## src/hw/rtl/yawcam_pkg.sv

```systemverilog
// Types, constants and helper functions for the yaw/pitch camera block.
package yawcam_pkg;

    localparam int IN_DATA_W  = 32;   // mouse_delta, move_amount
    localparam int IN_USER_W  = 2;    // opcode
    localparam int OUT_DATA_W = 144;  // pos_x/y/z, dir_x/y/z
    localparam int CFG_IDX_W  = 2;
    localparam int CFG_DATA_W = 16;
    localparam int PROD_W     = 49;

    typedef enum logic [1:0] {
        OP_YAW    = 2'd0,
        OP_PITCH  = 2'd1,
        OP_MOVE   = 2'd2,
        OP_STRAFE = 2'd3
    } t_opcode;

    localparam logic [CFG_IDX_W-1:0] CFG_ROT_STEP   = 2'd0;
    localparam logic [CFG_IDX_W-1:0] CFG_PITCH_LIM  = 2'd1;
    localparam logic [CFG_IDX_W-1:0] CFG_MOVE_SCALE = 2'd2;

    localparam logic [11:0] ROT_STEP_RESET    = 12'd36;
    localparam logic [13:0] PITCH_LIM_RESET   = 14'd16202;
    localparam logic [15:0] MOVE_SCALE_RESET  = 16'd6554;
    localparam logic [15:0] YAW_RESET         = 16'd16384;
    localparam logic signed [31:0] POS_Y_RESET = 32'sd117965;
    localparam logic signed [31:0] POS_Z_RESET = -32'sd327680;
    localparam logic signed [15:0] DIR_Z_RESET = 16'sd32767;

    localparam int CORDIC_STEPS = 14;
    localparam logic signed [19:0] CORDIC_GAIN = 20'sd39797;
    localparam logic [15:0] QUARTER_TURN_NEG   = 16'hC000;  // -90 degrees

    // sine/cosine unit result
    typedef struct packed {
        logic               done;
        logic signed [15:0] cos_v;
        logic signed [15:0] sin_v;
    } t_cs_out;

    function automatic logic [13:0] atan_at(input logic [3:0] i);
        logic [13:0] v;
        unique case (i)
            4'd0:    v = 14'd8192;
            4'd1:    v = 14'd4836;
            4'd2:    v = 14'd2555;
            4'd3:    v = 14'd1297;
            4'd4:    v = 14'd651;
            4'd5:    v = 14'd326;
            4'd6:    v = 14'd163;
            4'd7:    v = 14'd81;
            4'd8:    v = 14'd41;
            4'd9:    v = 14'd20;
            4'd10:   v = 14'd10;
            4'd11:   v = 14'd5;
            4'd12:   v = 14'd3;
            4'd13:   v = 14'd1;
            default: v = 14'd0;
        endcase
        return v;
    endfunction

    function automatic logic signed [15:0] sat16(input logic signed [PROD_W-1:0] v);
        logic signed [15:0] r;
        if (v > 49'sd32767)       r = 16'sd32767;
        else if (v < -49'sd32768) r = -16'sd32768;
        else                      r = v[15:0];
        return r;
    endfunction

endpackage

```

## src/hw/rtl/yawcam_cordic.sv

```systemverilog
// Iterative rotation CORDIC: sine and cosine of a 16-bit binary angle, one step per cycle.
module yawcam_cordic (
    input  logic                 i_clk,
    input  logic                 i_rst_n,
    input  logic                 i_start,
    input  logic [15:0]          i_angle,
    output yawcam_pkg::t_cs_out  o_res
);
    import yawcam_pkg::*;

    logic signed [19:0] r_x, r_y;
    logic signed [17:0] r_z;
    logic [3:0]         r_cnt;
    logic               r_busy, r_done, r_flip;

    logic signed [15:0] ang_s, ang_f;
    logic               need_flip;
    logic signed [19:0] dx, dy, xf, yf;
    logic signed [17:0] at;
    logic signed [20:0] xh, yh;

    // fold into [-90, +90] degrees
    assign ang_s     = signed'(i_angle);
    assign need_flip = (ang_s > 16'sd16384) || (ang_s < -16'sd16384);
    assign ang_f     = need_flip ? signed'(i_angle + 16'h8000) : ang_s;

    assign dx = r_y >>> r_cnt;
    assign dy = r_x >>> r_cnt;
    assign at = signed'({4'd0, atan_at(r_cnt)});

    always_ff @(posedge i_clk) begin
        if (!i_rst_n) begin
            r_busy <= 1'b0;
            r_done <= 1'b0;
            r_cnt  <= '0;
        end else begin
            r_done <= r_busy && (r_cnt == 4'(CORDIC_STEPS - 1));
            if (r_busy) begin
                if (r_z >= 0) begin
                    r_x <= r_x - dx;
                    r_y <= r_y + dy;
                    r_z <= r_z - at;
                end else begin
                    r_x <= r_x + dx;
                    r_y <= r_y - dy;
                    r_z <= r_z + at;
                end
                if (r_cnt == 4'(CORDIC_STEPS - 1)) begin
                    r_busy <= 1'b0;
                end
                r_cnt <= r_cnt + 4'd1;
            end else if (i_start) begin
                r_x    <= CORDIC_GAIN;
                r_y    <= '0;
                r_z    <= 18'(ang_f);
                r_flip <= need_flip;
                r_cnt  <= '0;
                r_busy <= 1'b1;
            end
        end
    end

    assign xf = r_flip ? -r_x : r_x;
    assign yf = r_flip ? -r_y : r_y;
    assign xh = (21'(xf) + 21'sd1) >>> 1;
    assign yh = (21'(yf) + 21'sd1) >>> 1;

    assign o_res.done  = r_done;
    assign o_res.cos_v = sat16({{28{xh[20]}}, xh});
    assign o_res.sin_v = sat16({{28{yh[20]}}, yh});

endmodule

```

## src/hw/rtl/yaw_pitch_camera_update_top.sv

```systemverilog
// Top level of the first-person camera: state, sequencer and shared multiplier.
//
// Usage:
//   Input stream s_axis: tuser carries the opcode (rotate yaw, rotate pitch,
//   move, strafe), tdata carries mouse_delta and move_amount.
//   Output stream m_axis: one word per input word with position (Q15.16)
//   and view direction (Q1.15) after the update.
//   Config channel: index/data writes to rotation_step, pitch_limit and
//   move_scale; always ready, write only while the block is idle.
// Timing:
//   One word at a time; s_axis_tready is high only in the idle state.
//   Rotate: two 14-step passes of the CORDIC unit (yaw, then pitch)
//   plus the direction products. Move: two passes per
//   axis through the shared 32x17 multiplier; strafe: one CORDIC
//   pass plus two axes. The result becomes valid as the block returns to idle.
//   The result sits in an output register; a new word is accepted while it
//   waits, and the next result is held back until it has been taken.
// Reset:
//   Synchronous, active low; restores the power-up camera pose and the
//   default register values and drops m_axis_tvalid.
module yaw_pitch_camera_update_top (
    input  logic                                i_clk,
    input  logic                                i_rst_n,
    // opcode
    input  logic [yawcam_pkg::IN_USER_W-1:0]    s_axis_tuser,
    // mouse_delta [15:0], move_amount [31:16]
    input  logic [yawcam_pkg::IN_DATA_W-1:0]    s_axis_tdata,
    input  logic                                s_axis_tvalid,
    output logic                                s_axis_tready,
    // pos_x [31:0], pos_y [63:32], pos_z [95:64],
    // dir_x [111:96], dir_y [127:112], dir_z [143:128]
    output logic [yawcam_pkg::OUT_DATA_W-1:0]   m_axis_tdata,
    output logic                                m_axis_tvalid,
    input  logic                                m_axis_tready,
    input  logic                                i_cfg_valid,
    output logic                                o_cfg_ready,
    input  logic [yawcam_pkg::CFG_IDX_W-1:0]    i_cfg_index,
    input  logic [yawcam_pkg::CFG_DATA_W-1:0]   i_cfg_data
);
    import yawcam_pkg::*;

    typedef enum logic [3:0] {
        S_IDLE,
        S_TURN_MUL,
        S_TURN_APPLY,
        S_CS_YAW_GO,
        S_CS_YAW_WAIT,
        S_CS_PITCH_WAIT,
        S_DIR_X_MUL,
        S_DIR_Z_MUL,
        S_DIR_Z_WR,
        S_STRAFE_WAIT,
        S_ADV_MUL1,
        S_ADV_MUL2,
        S_ADV_ADD,
        S_OUT
    } t_state;

    t_state r_state;

    logic [11:0] r_rot_step;
    logic [13:0] r_pitch_lim;
    logic [15:0] r_move_scale;

    t_opcode            r_op;
    logic signed [15:0] r_delta, r_amount;
    logic [1:0]         r_axis;

    logic [15:0]        r_yaw;
    logic signed [15:0] r_pitch;
    logic signed [31:0] r_pos [3];
    logic signed [15:0] r_dir_x, r_dir_y, r_dir_z;
    logic signed [15:0] r_cy, r_sy, r_cp;

    logic [OUT_DATA_W-1:0] r_out_data;
    logic                  r_out_valid;

    logic signed [PROD_W-1:0] r_prod, prod_c;
    logic signed [31:0]       mul_a;
    logic signed [16:0]       mul_b;

    logic               cs_start;
    logic [15:0]        cs_angle;
    t_cs_out            cs_res;

    logic               in_acc;
    logic signed [15:0] comp;
    logic signed [15:0] rnd15;
    logic signed [29:0] pitch_sum, lim_p;
    logic signed [21:0] step;
    logic signed [33:0] pos_sum;
    logic signed [31:0] pos_sat;

    assign in_acc        = s_axis_tvalid && s_axis_tready;
    assign s_axis_tready = (r_state == S_IDLE);
    assign o_cfg_ready   = 1'b1;
    assign m_axis_tdata  = r_out_data;
    assign m_axis_tvalid = r_out_valid;

    yawcam_cordic u_cordic (
        .i_clk   (i_clk),
        .i_rst_n (i_rst_n),
        .i_start (cs_start),
        .i_angle (cs_angle),
        .o_res   (cs_res)
    );

    always_comb begin
        cs_start = 1'b0;
        cs_angle = r_yaw;
        if (r_state == S_IDLE && in_acc && t_opcode'(s_axis_tuser) == OP_STRAFE) begin
            cs_start = 1'b1;
            cs_angle = r_yaw + QUARTER_TURN_NEG;
        end else if (r_state == S_CS_YAW_GO) begin
            cs_start = 1'b1;
        end else if (r_state == S_CS_YAW_WAIT && cs_res.done) begin
            cs_start = 1'b1;
            cs_angle = r_pitch;
        end
    end

    // component the current axis advances along
    always_comb begin
        unique case (r_axis)
            2'd0:    comp = (r_op == OP_MOVE) ? r_dir_x : r_cy;
            2'd2:    comp = (r_op == OP_MOVE) ? r_dir_z : r_sy;
            default: comp = r_dir_y;
        endcase
    end

    // shared multiplier operand select
    always_comb begin
        mul_a = 32'(r_delta);
        mul_b = signed'({5'd0, r_rot_step});
        unique case (r_state)
            S_DIR_X_MUL: begin
                mul_a = 32'(r_cy);
                mul_b = 17'(r_cp);
            end
            S_DIR_Z_MUL: begin
                mul_a = 32'(r_sy);
                mul_b = 17'(r_cp);
            end
            S_ADV_MUL1: begin
                mul_a = 32'(r_amount);
                mul_b = 17'(comp);
            end
            S_ADV_MUL2: begin
                mul_a = r_prod[31:0];
                mul_b = signed'({1'b0, r_move_scale});
            end
            default: ;
        endcase
    end

    assign prod_c = mul_a * mul_b;

    always_ff @(posedge i_clk) begin
        r_prod <= prod_c;
    end

    assign rnd15     = sat16((r_prod + 49'sd16384) >>> 15);
    assign pitch_sum = 30'(r_pitch) + 30'(signed'(r_prod[27:0]));
    assign lim_p     = signed'({16'd0, r_pitch_lim});
    assign step      = 22'((r_prod + 49'sd67108864) >>> 27);
    assign pos_sum   = 34'(r_pos[r_axis]) + 34'(step);

    always_comb begin
        if (pos_sum > 34'sd2147483647)       pos_sat = 32'sh7FFFFFFF;
        else if (pos_sum < -34'sd2147483648) pos_sat = 32'sh80000000;
        else                                 pos_sat = pos_sum[31:0];
    end

    always_ff @(posedge i_clk) begin
        if (!i_rst_n) begin
            r_state      <= S_IDLE;
            r_rot_step   <= ROT_STEP_RESET;
            r_pitch_lim  <= PITCH_LIM_RESET;
            r_move_scale <= MOVE_SCALE_RESET;
            r_yaw        <= YAW_RESET;
            r_pitch      <= '0;
            r_pos[0]     <= '0;
            r_pos[1]     <= POS_Y_RESET;
            r_pos[2]     <= POS_Z_RESET;
            r_dir_x      <= '0;
            r_dir_y      <= '0;
            r_dir_z      <= DIR_Z_RESET;
            r_out_valid  <= 1'b0;
            r_axis       <= '0;
        end else begin
            if (i_cfg_valid) begin
                unique case (i_cfg_index)
                    CFG_ROT_STEP:   r_rot_step   <= i_cfg_data[11:0];
                    CFG_PITCH_LIM:  r_pitch_lim  <= i_cfg_data[13:0];
                    CFG_MOVE_SCALE: r_move_scale <= i_cfg_data;
                    default: ;
                endcase
            end

            // S_OUT reloads the output register itself
            if (r_out_valid && m_axis_tready && r_state != S_OUT) begin
                r_out_valid <= 1'b0;
            end

            unique case (r_state)
                S_IDLE: begin
                    if (in_acc) begin
                        r_op     <= t_opcode'(s_axis_tuser);
                        r_delta  <= signed'(s_axis_tdata[15:0]);
                        r_amount <= signed'(s_axis_tdata[31:16]);
                        r_axis   <= '0;
                        unique case (t_opcode'(s_axis_tuser))
                            OP_YAW, OP_PITCH: r_state <= S_TURN_MUL;
                            OP_MOVE:          r_state <= S_ADV_MUL1;
                            OP_STRAFE:        r_state <= S_STRAFE_WAIT;
                        endcase
                    end
                end
                S_TURN_MUL: r_state <= S_TURN_APPLY;
                S_TURN_APPLY: begin
                    if (r_op == OP_YAW) begin
                        r_yaw <= r_yaw + r_prod[15:0];
                    end else if (pitch_sum > lim_p) begin
                        r_pitch <= lim_p[15:0];
                    end else if (pitch_sum < -lim_p) begin
                        r_pitch <= 16'(-lim_p);
                    end else begin
                        r_pitch <= pitch_sum[15:0];
                    end
                    r_state <= S_CS_YAW_GO;
                end
                S_CS_YAW_GO: r_state <= S_CS_YAW_WAIT;
                S_CS_YAW_WAIT: begin
                    if (cs_res.done) begin
                        r_cy    <= cs_res.cos_v;
                        r_sy    <= cs_res.sin_v;
                        r_state <= S_CS_PITCH_WAIT;
                    end
                end
                S_CS_PITCH_WAIT: begin
                    if (cs_res.done) begin
                        r_cp    <= cs_res.cos_v;
                        r_dir_y <= cs_res.sin_v;
                        r_state <= S_DIR_X_MUL;
                    end
                end
                S_DIR_X_MUL: r_state <= S_DIR_Z_MUL;
                S_DIR_Z_MUL: begin
                    r_dir_x <= rnd15;
                    r_state <= S_DIR_Z_WR;
                end
                S_DIR_Z_WR: begin
                    r_dir_z <= rnd15;
                    r_state <= S_OUT;
                end
                S_STRAFE_WAIT: begin
                    if (cs_res.done) begin
                        r_cy    <= cs_res.cos_v;
                        r_sy    <= cs_res.sin_v;
                        r_state <= S_ADV_MUL1;
                    end
                end
                S_ADV_MUL1: r_state <= S_ADV_MUL2;
                S_ADV_MUL2: r_state <= S_ADV_ADD;
                S_ADV_ADD: begin
                    r_pos[r_axis] <= pos_sat;
                    if (r_axis == 2'd2) begin
                        r_state <= S_OUT;
                    end else begin
                        // strafe skips the vertical axis
                        r_axis  <= (r_op == OP_MOVE) ? r_axis + 2'd1 : 2'd2;
                        r_state <= S_ADV_MUL1;
                    end
                end
                S_OUT: begin
                    if (!r_out_valid || m_axis_tready) begin
                        r_out_data  <= {r_dir_z, r_dir_y, r_dir_x,
                                        r_pos[2], r_pos[1], r_pos[0]};
                        r_out_valid <= 1'b1;
                        r_state     <= S_IDLE;
                    end
                end
                default: r_state <= S_IDLE;
            endcase
        end
    end

endmodule

```

## config.mk

```make
export PLATFORM = sky130hd
export DESIGN_NAME = yaw_pitch_camera_update_top
export DESIGN_NICKNAME = d
export VERILOG_FILES = /design/src/hw/rtl/yawcam_pkg.sv /design/src/hw/rtl/yawcam_cordic.sv /design/src/hw/rtl/yaw_pitch_camera_update_top.sv
export SDC_FILE = /design/constraint.sdc
export NUM_CORES = 2
export LEC_CHECK = 0
export BUFFER_PORTS_ARGS = -buffer_cell sky130_fd_sc_hd__buf_2
export CAP_MARGIN = 10
export CORE_ASPECT_RATIO = 1.4
export CORE_MARGIN = 8
export CORE_UTILIZATION = 32
export CTS_BUF_LIST = sky130_fd_sc_hd__clkbuf_8
export DETAILED_ROUTE_END_ITERATION = 16
export SETUP_SLACK_MARGIN = 0.1
export SLEW_MARGIN = 15
export SYNTH_ARGS = -nofsm -noshare
export SYNTH_HDL_FRONTEND = slang
export SYNTH_SLANG_ARGS = --single-unit
```

## constraint.sdc

```tcl
create_clock -name i_clk -period 20.2 [get_ports i_clk]
set_clock_uncertainty 0.15 [all_clocks]
set_input_delay 3.03 -clock i_clk [delete_from_list [all_inputs] [get_ports i_clk]]
set_output_delay 3.03 -clock i_clk [all_outputs]
set_load 0.05 [all_outputs]
```

## After elaboration in Yosys (flattened, before gate mapping)

Memory sizes are Yosys's and may differ from the RTL's. A register that Yosys moved wholly into a read port is not among the register bits.
Index checks and enable logic that the tools add are counted.

- Word-level logic and storage cells: 193
- Output and inout port bits: 147
- Memories kept: 2
- Bits in read-only memories: 224
- RAM bits: 96
- Input bits: 57
- Register bits: 469

Memories:

| name | words | bits a word | read ports | clocked after memory_dff | write ports | RTL line | text |
|---|---|---|---|---|---|---|---|
| (name not given) | 16 | 14 | 1 | 1 | 0 | yawcam_pkg.sv:43 | `unique case (i)` |
| r_pos | 3 | 32 | 4 | 4 | 3 | yaw_pitch_camera_update_top.sv:71 | `logic signed [31:0] r_pos [3];` |

- $add $sub $neg: 20
- Reductions and logical operators: 35
- Order comparisons: 13
- Equal/unequal tests: 28
- Multiply operators: 1
- Muxes and demuxes: 64
- Bitwise operators: 2
- Shift operators: 2

Operator list:

| cell | number |
|---|---|
| 16-bit 2-to-1 mux | 14 |
| 20-bit 2-to-1 mux | 8 |
| 32-bit one-hot mux with 4 select lines | 1 |
| 32-bit 2-to-1 mux | 3 |
| 4-bit one-hot mux with 14 select lines | 1 |
| 18-bit 2-to-1 mux | 3 |
| 17-bit one-hot mux with 3 select lines | 1 |
| 49-bit by 16-bit adder with 49-bit output, second input constant | 1 |
| 49-bit by 28-bit adder with 49-bit output, second input constant | 1 |
| 32-bit by 17-bit multiplier with 49-bit output | 1 |
| 20-bit by 2-bit adder with 21-bit output, second input constant | 2 |
| 20-bit adder | 2 |
| 20-bit by 16-bit greater-than comparator with 1-bit output, second input constant | 2 |
| 20-bit by 16-bit less-than comparator with 1-bit output, second input constant | 2 |
| 20-bit negator | 2 |
| 20-bit by 4-bit >>> shifter with 20-bit output | 2 |
| 20-bit subtractor | 2 |
| 4-bit 2-to-1 mux | 9 |
| 34-bit by 16-bit greater-than comparator with 1-bit output, second input constant | 1 |
| 34-bit by 16-bit less-than comparator with 1-bit output, second input constant | 1 |
| 32-bit by 22-bit adder with 33-bit output | 1 |
| 33-bit by 32-bit greater-than comparator with 1-bit output, second input constant | 1 |
| 33-bit by 32-bit less-than comparator with 1-bit output, second input constant | 1 |
| 16-bit adder, second input constant | 2 |
| 39 further kinds | 101 |

## Longest topological paths before layout

- Depth after elaboration: 10
- Gate-level depth with buffers: 35
- Gate-level depth less buffers: 31

## Hierarchy

From an unflattened synthesis, not the netlist that was laid out.

- Cells, all modules: 5982
- Area total of the unflattened synthesis: 56002.5 um^2

By module, submodules not included:

| module | area an instance (um^2) | times used | cells each |
|---|---|---|---|
| yaw_pitch_camera_update_top | 44757.9 | 1 | 4600 |
| yawcam_cordic | 11244.5 | 1 | 1382 |

## Worst setup path after synthesis

OpenSTA, ideal clock, no wires.

- Path type: input to register
- Start: input i_rst_n
- End: register r_out_data[0] (netlist: m_axis_tdata[0]) (read register of r_pos) (enable)
- Path slack: 9809 ps
- Stages on the path: 4
- Arrival: 9592 ps
- Data required time: 19401 ps
- Library setup time: 649 ps
- Cells stage by stage: clkbuf_1 clkbuf_1 nand2_1 nor2_1

- Longest elaborated chain between the ends: 1

Ends and longest elaborated chain:

| element | RTL line | text |
|---|---|---|
| start, declared | yaw_pitch_camera_update_top.sv:23 | `input logic i_rst_n,` |
| 3-bit AND reduction (no line) | n/a |  |
| end, declared | yaw_pitch_camera_update_top.sv:75 | `logic [OUT_DATA_W-1:0] r_out_data;` |

Every way passes these cells.
A chain may end at the register's enable or synchronous reset.

## Worst setup path after layout

- Start: register r_state[0]
- End: register r_prod[45]

- Longest elaborated chain between the ends: 4

Ends and longest elaborated chain:

| element | RTL line | text |
|---|---|---|
| start, declared | yaw_pitch_camera_update_top.sv:59 | `t_state r_state;` |
| start signal, assigned | yaw_pitch_camera_update_top.sv:176 | `r_state <= S_IDLE;` |
| start signal, assigned | yaw_pitch_camera_update_top.sv:213 | `OP_YAW, OP_PITCH: r_state <= S_TURN_MUL;` |
| start signal, assigned | yaw_pitch_camera_update_top.sv:214 | `OP_MOVE: r_state <= S_ADV_MUL1;` |
| 4-bit by 3-bit equality test with 1-bit output | yaw_pitch_camera_update_top.sv:135 | `unique case (r_state)` |
| 2-bit OR reduction (no line) | n/a |  |
| 17-bit one-hot mux with 3 select lines | yaw_pitch_camera_update_top.sv:135 |  |
| 32-bit by 17-bit multiplier with 49-bit output (*) | yaw_pitch_camera_update_top.sv:156 | `assign prod_c = mul_a * mul_b;` |
| net prod_c[45] | yaw_pitch_camera_update_top.sv:78 | `logic signed [PROD_W-1:0] r_prod, prod_c;` |
| end signal, assigned | yaw_pitch_camera_update_top.sv:159 | `r_prod <= prod_c;` |
| end, declared | yaw_pitch_camera_update_top.sv:78 |  |

Mark *: on every way through the listed nets, which the timed path passes. The rest lies on a longest branch.

==> results.txt <==
----------------------------------------------------
[Status]
  Run status ... finished clean

[Layout]
  Share of cells above drive strength 1 ... 9.80%
  Signed area change from the synthesized netlist to the final layout ... 10.4%
  Core occupancy in the finished layout ... 35.5%
  Nets ... 6,741
  Final Instance Area ... 60,200 µm²

[STA]
  Timing-limited maximum frequency ... ~100 MHz
  Sum Neg Setup Slack ... 0 ns
  Final Max Slew Viols ... 0
  Final clock period utilization by the worst path ... slightly below 50%
  Unrepaired setup endpoints after global routing ... false
  Final Setup Violations ... 0
  Min Clock Period, post-route ... 10.03 ns
  Worst hold slack ... 0.272 ns
  Final-report hold violation count ... 0
  Remaining max-slew budget at the tightest pin ... 17.8%
  Slew at the pin closest to its max-slew limit ... 1.23 ns

[Route]
  Pre-antenna DRT Iters ... 12
  Via total after detailed routing ... 43,336
  Routed wirelength normalized by instance count ... 21.9 µm
  Final wirelength ... 180,000 µm
  Average via count per standard cell ... 5.28
  DRC marker count from the first detailed-route iteration ... 3,549
  DRC viols ... 0
  Final antenna-violating net count ... 0

[Synthesis]
  Synth Warn # ... 0
  Mean cell area of the mapped netlist ... around 9.5 µm²
  EDFF count, synth ... 413
  Top post-synthesis cells by area ... sky130_fd_sc_hd__edfxtp_1 23%, sky130_fd_sc_hd__fa_1 19%, sky130_fd_sc_hd__dfxtp_1 7.3%
  FF+latch count, synth ... 613
  Proportion of netlist area held by the largest area contributor ... 22.8%
  Number of instances in the synthesized netlist ... 5,736
  Most common flop cell mapped by yosys ... sky130_fd_sc_hd__edfxtp_1
  Number of distinct library cell variants in the gate-level netlist after synthesis ... just over 90
  Nets in the synthesized netlist ... ~6,600
  Portion of the post-synthesis area used by sequential elements ... 30.1%
  Largest area contributor in the netlist ... sky130_fd_sc_hd__edfxtp_1
  Top-count cell post-synth ... sky130_fd_sc_hd__nand2_1
  List of most frequent post-synthesis cells ... 703 x sky130_fd_sc_hd__nand2_1, 693 x sky130_fd_sc_hd__inv_1, 527 x sky130_fd_sc_hd__fa_1
  Async set or reset register ratio after synthesis ... 0%
  Cell area after technology mapping ... roughly 54,000 µm²

[Die]
  Vertical die dimension ... 504 µm
  Rows ... roughly 180
  Initial standard-cell utilization of the core ... 32.1%
  Count of pins on the block boundary ... 204
  Core Area ... roughly 170,000 µm²
  Die Outline Area ... 184,000 µm²
  Die extent in x ... 365 µm

[Clocking]
  Number of buffers between clock root and the deepest sink ... 3
  Total CTS buffers ... 98
  TritonCTS sink count ... 613
  Number of hold-repair buffers added at the cts stage ... 0
  Clock insertion delay at the later pin of the skew report ... approximately 0.8 ns
  Resize count post-CTS ... 0
  Clock tree from TritonCTS ... done
  Postcts setup bufs ... 0
  Clock transition at path regs ... 0.07 ns
  Clk root buf ... sky130_fd_sc_hd__clkbuf_8
  Number of H-tree branching levels ... 3

[Setup path]
  Critical Path Fanout Max ... between 40 and 50
  Slack of the worst reg-to-reg path ... just over 10 ns
  Reg2Reg Depth ... 27
  Setup crit start kind ... register
  Arrival time of the worst setup path ... 10.50 ns
  Kind of critical path ... reg -> reg
  Endpoint required time on the critical path ... 20.67 ns
  Critical R2R Capture ... r_prod[45]
  Destination of the critical timing path ... r_prod[45]
  Source of the critical timing path ... r_state[0]
  Critical Path Sink Type ... register
  Worst flop-to-flop path startpoint ... r_state[0]

[Global route]
  Global-route wire length before repair ... 269,000 µm
  Overall fraction of global-route tracks in use ... a little under a fifth
  Met2 track demand over resource in global routing ... 31.8%
  Number of antenna violations at the first check in global routing ... 26
  GR Layer Usage met1 ... 23.1%
  GRT met3 Usage ... 3.03%
  Via count of the first global-routing pass ... between 40,000 and 50,000
  Overall overflow remaining after global route ... 0
  Largest net degree at the start of global routing ... 89
  Most utilized layer in the global route result ... met2

[Placed design]
  Instance area after placement ... 58,000 µm²
  Post-DP HPWL ... 142,000 µm
  Gp weighted congestion ... 0.963
  Buffers added on ports ... 202

[Job]
  Reported max-cap violation count ... 0

[Worst hold path]
  Hold/Removal Path Class ... reg -> reg

----------------------------------------------------
==> kinds of logic (layout without fill, tap and decap cells) <==
| family | count (synthesis) | after routing | share of synthesized area, % |
|---|---|---|---|
| multiplexers | 140 | 140 | 4.20 |
| AND/OR/NAND/NOR | 1778 | 1778 | 14.6 |
| other | 1 | 12 | 0.00688 |
| flip-flops | 613 | 613 | 30.1 |
| adder cells (fa/ha/maj) | 842 | 842 | 26.6 |
| buffers and inverters | 968 | 1160 | 6.77 |
| AO/OA/AOI/OAI | 1080 | 1080 | 12.7 |
| XOR/XNOR | 314 | 314 | 5.05 |
==> registers in the layout, summed over array words and instances (netlist names), 12 cells and up, named ones only <==
register and count:
r_dir_z 16, r_amount 16, r_cp 16, r_prod 49, r_delta 16, r_rot_step 12, u_cordic.at 14, r_move_scale 16
r_pitch_lim 14, m_axis_tdata 144, r_dir_x 16, r_yaw 16, r_dir_y 16, r_sy 16, r_pos 128, r_cy 16
u_cordic.r_z 18, r_pitch 16, u_cordic.r_y 20, u_cordic.r_x 20
==> layout make-up <==
type | count | area [µm²]
repair buffers | 282 | 1610
multi-input cells | 4155 | 34500
clock buffers | 101 | 1390
fillers | 17075 | 109000
flip-flops and latches | 613 | 16400
well taps | 2262 | 2830
clock inverters | 80 | 732
diodes | 11 | 27.5
inverters | 697 | 2620
==> worst max-delay path, cell delays in order, from the launching register on <==
cell and delay (ns):
sky130_fd_sc_hd__dfxtp_1 0.80, sky130_fd_sc_hd__nand2_1 0.27, sky130_fd_sc_hd__nor2_4 0.86, sky130_fd_sc_hd__a221o_1 0.30
sky130_fd_sc_hd__a21oi_2 0.04, sky130_fd_sc_hd__buf_4 0.28, sky130_fd_sc_hd__a21oi_1 0.81, sky130_fd_sc_hd__nand2_1 0.21
sky130_fd_sc_hd__fa_1 0.60, sky130_fd_sc_hd__inv_1 0.05, sky130_fd_sc_hd__fa_1 0.46, sky130_fd_sc_hd__fa_1 0.52
sky130_fd_sc_hd__fa_1 0.53, sky130_fd_sc_hd__fa_1 0.55, sky130_fd_sc_hd__inv_1 0.06, sky130_fd_sc_hd__fa_1 0.61
sky130_fd_sc_hd__inv_1 0.06, sky130_fd_sc_hd__ha_1 0.45, sky130_fd_sc_hd__nand3_1 0.14, sky130_fd_sc_hd__nor3b_1 0.28
sky130_fd_sc_hd__nand2_1 0.09, sky130_fd_sc_hd__a21oi_1 0.27, sky130_fd_sc_hd__o21ai_0 0.22, sky130_fd_sc_hd__a21boi_0 0.27
sky130_fd_sc_hd__o21ai_0 0.12, sky130_fd_sc_hd__o31ai_1 0.38, sky130_fd_sc_hd__mux2i_1 0.24, sky130_fd_sc_hd__o2111ai_1 0.12
==> through the flow <==
step | setup slack [ns] | instances
finish | 10.17 | 8201
floorplan | 9.81 | 5736
global route | 9.58 | 8195
CTS | 10.21 | 8190
detailed placement | 10.31 | 8009
global placement | 10.61 | 8009
==> layer usage <==
| metal | part of all wire, % | up-vias |
|---|---|---|
| met5 | 0.045 | - |
| met4 | 6.1 | 12 |
| met3 | 6.7 | 414 |
| met2 | 48 | 1655 |
| met1 | 40 | 21512 |
| li1 | - | 19743 |
==> cell usage in the layout (no fill, tap or decap), types with 101 or more instances in the layout <==
master	instances
sky130_fd_sc_hd__nor2_1	517
sky130_fd_sc_hd__a21oi_1	256
sky130_fd_sc_hd__clkbuf_8	101
sky130_fd_sc_hd__inv_1	712
sky130_fd_sc_hd__nand3_1	105
sky130_fd_sc_hd__a21o_1	101
sky130_fd_sc_hd__fa_1	527
sky130_fd_sc_hd__xnor2_1	189
sky130_fd_sc_hd__edfxtp_1	413
sky130_fd_sc_hd__nand2_1	703
sky130_fd_sc_hd__xor2_1	125
sky130_fd_sc_hd__dfxtp_1	197
sky130_fd_sc_hd__buf_2	201
sky130_fd_sc_hd__o21ai_0	257
sky130_fd_sc_hd__ha_1	310
==> how the worst min path moves through the flow <==
stage,depth (start not counted),start,slack [ns],end
detailed placement,0,r_pos[0][20],0.28,m_axis_tdata[20]
global placement,0,r_pos[0][27],0.28,m_axis_tdata[27]
CTS,0,r_pos[2][4],0.28,m_axis_tdata[68]
finish,0,r_pos[2][4],0.27,m_axis_tdata[68]
floorplan,0,r_dir_y[0],0.27,m_axis_tdata[112]
global route,0,r_pos[2][4],0.28,m_axis_tdata[68]
Power is left out: the tool's default activity adds up to more than one toggle a clock period on the data nets, which glitch-free logic cannot reach.
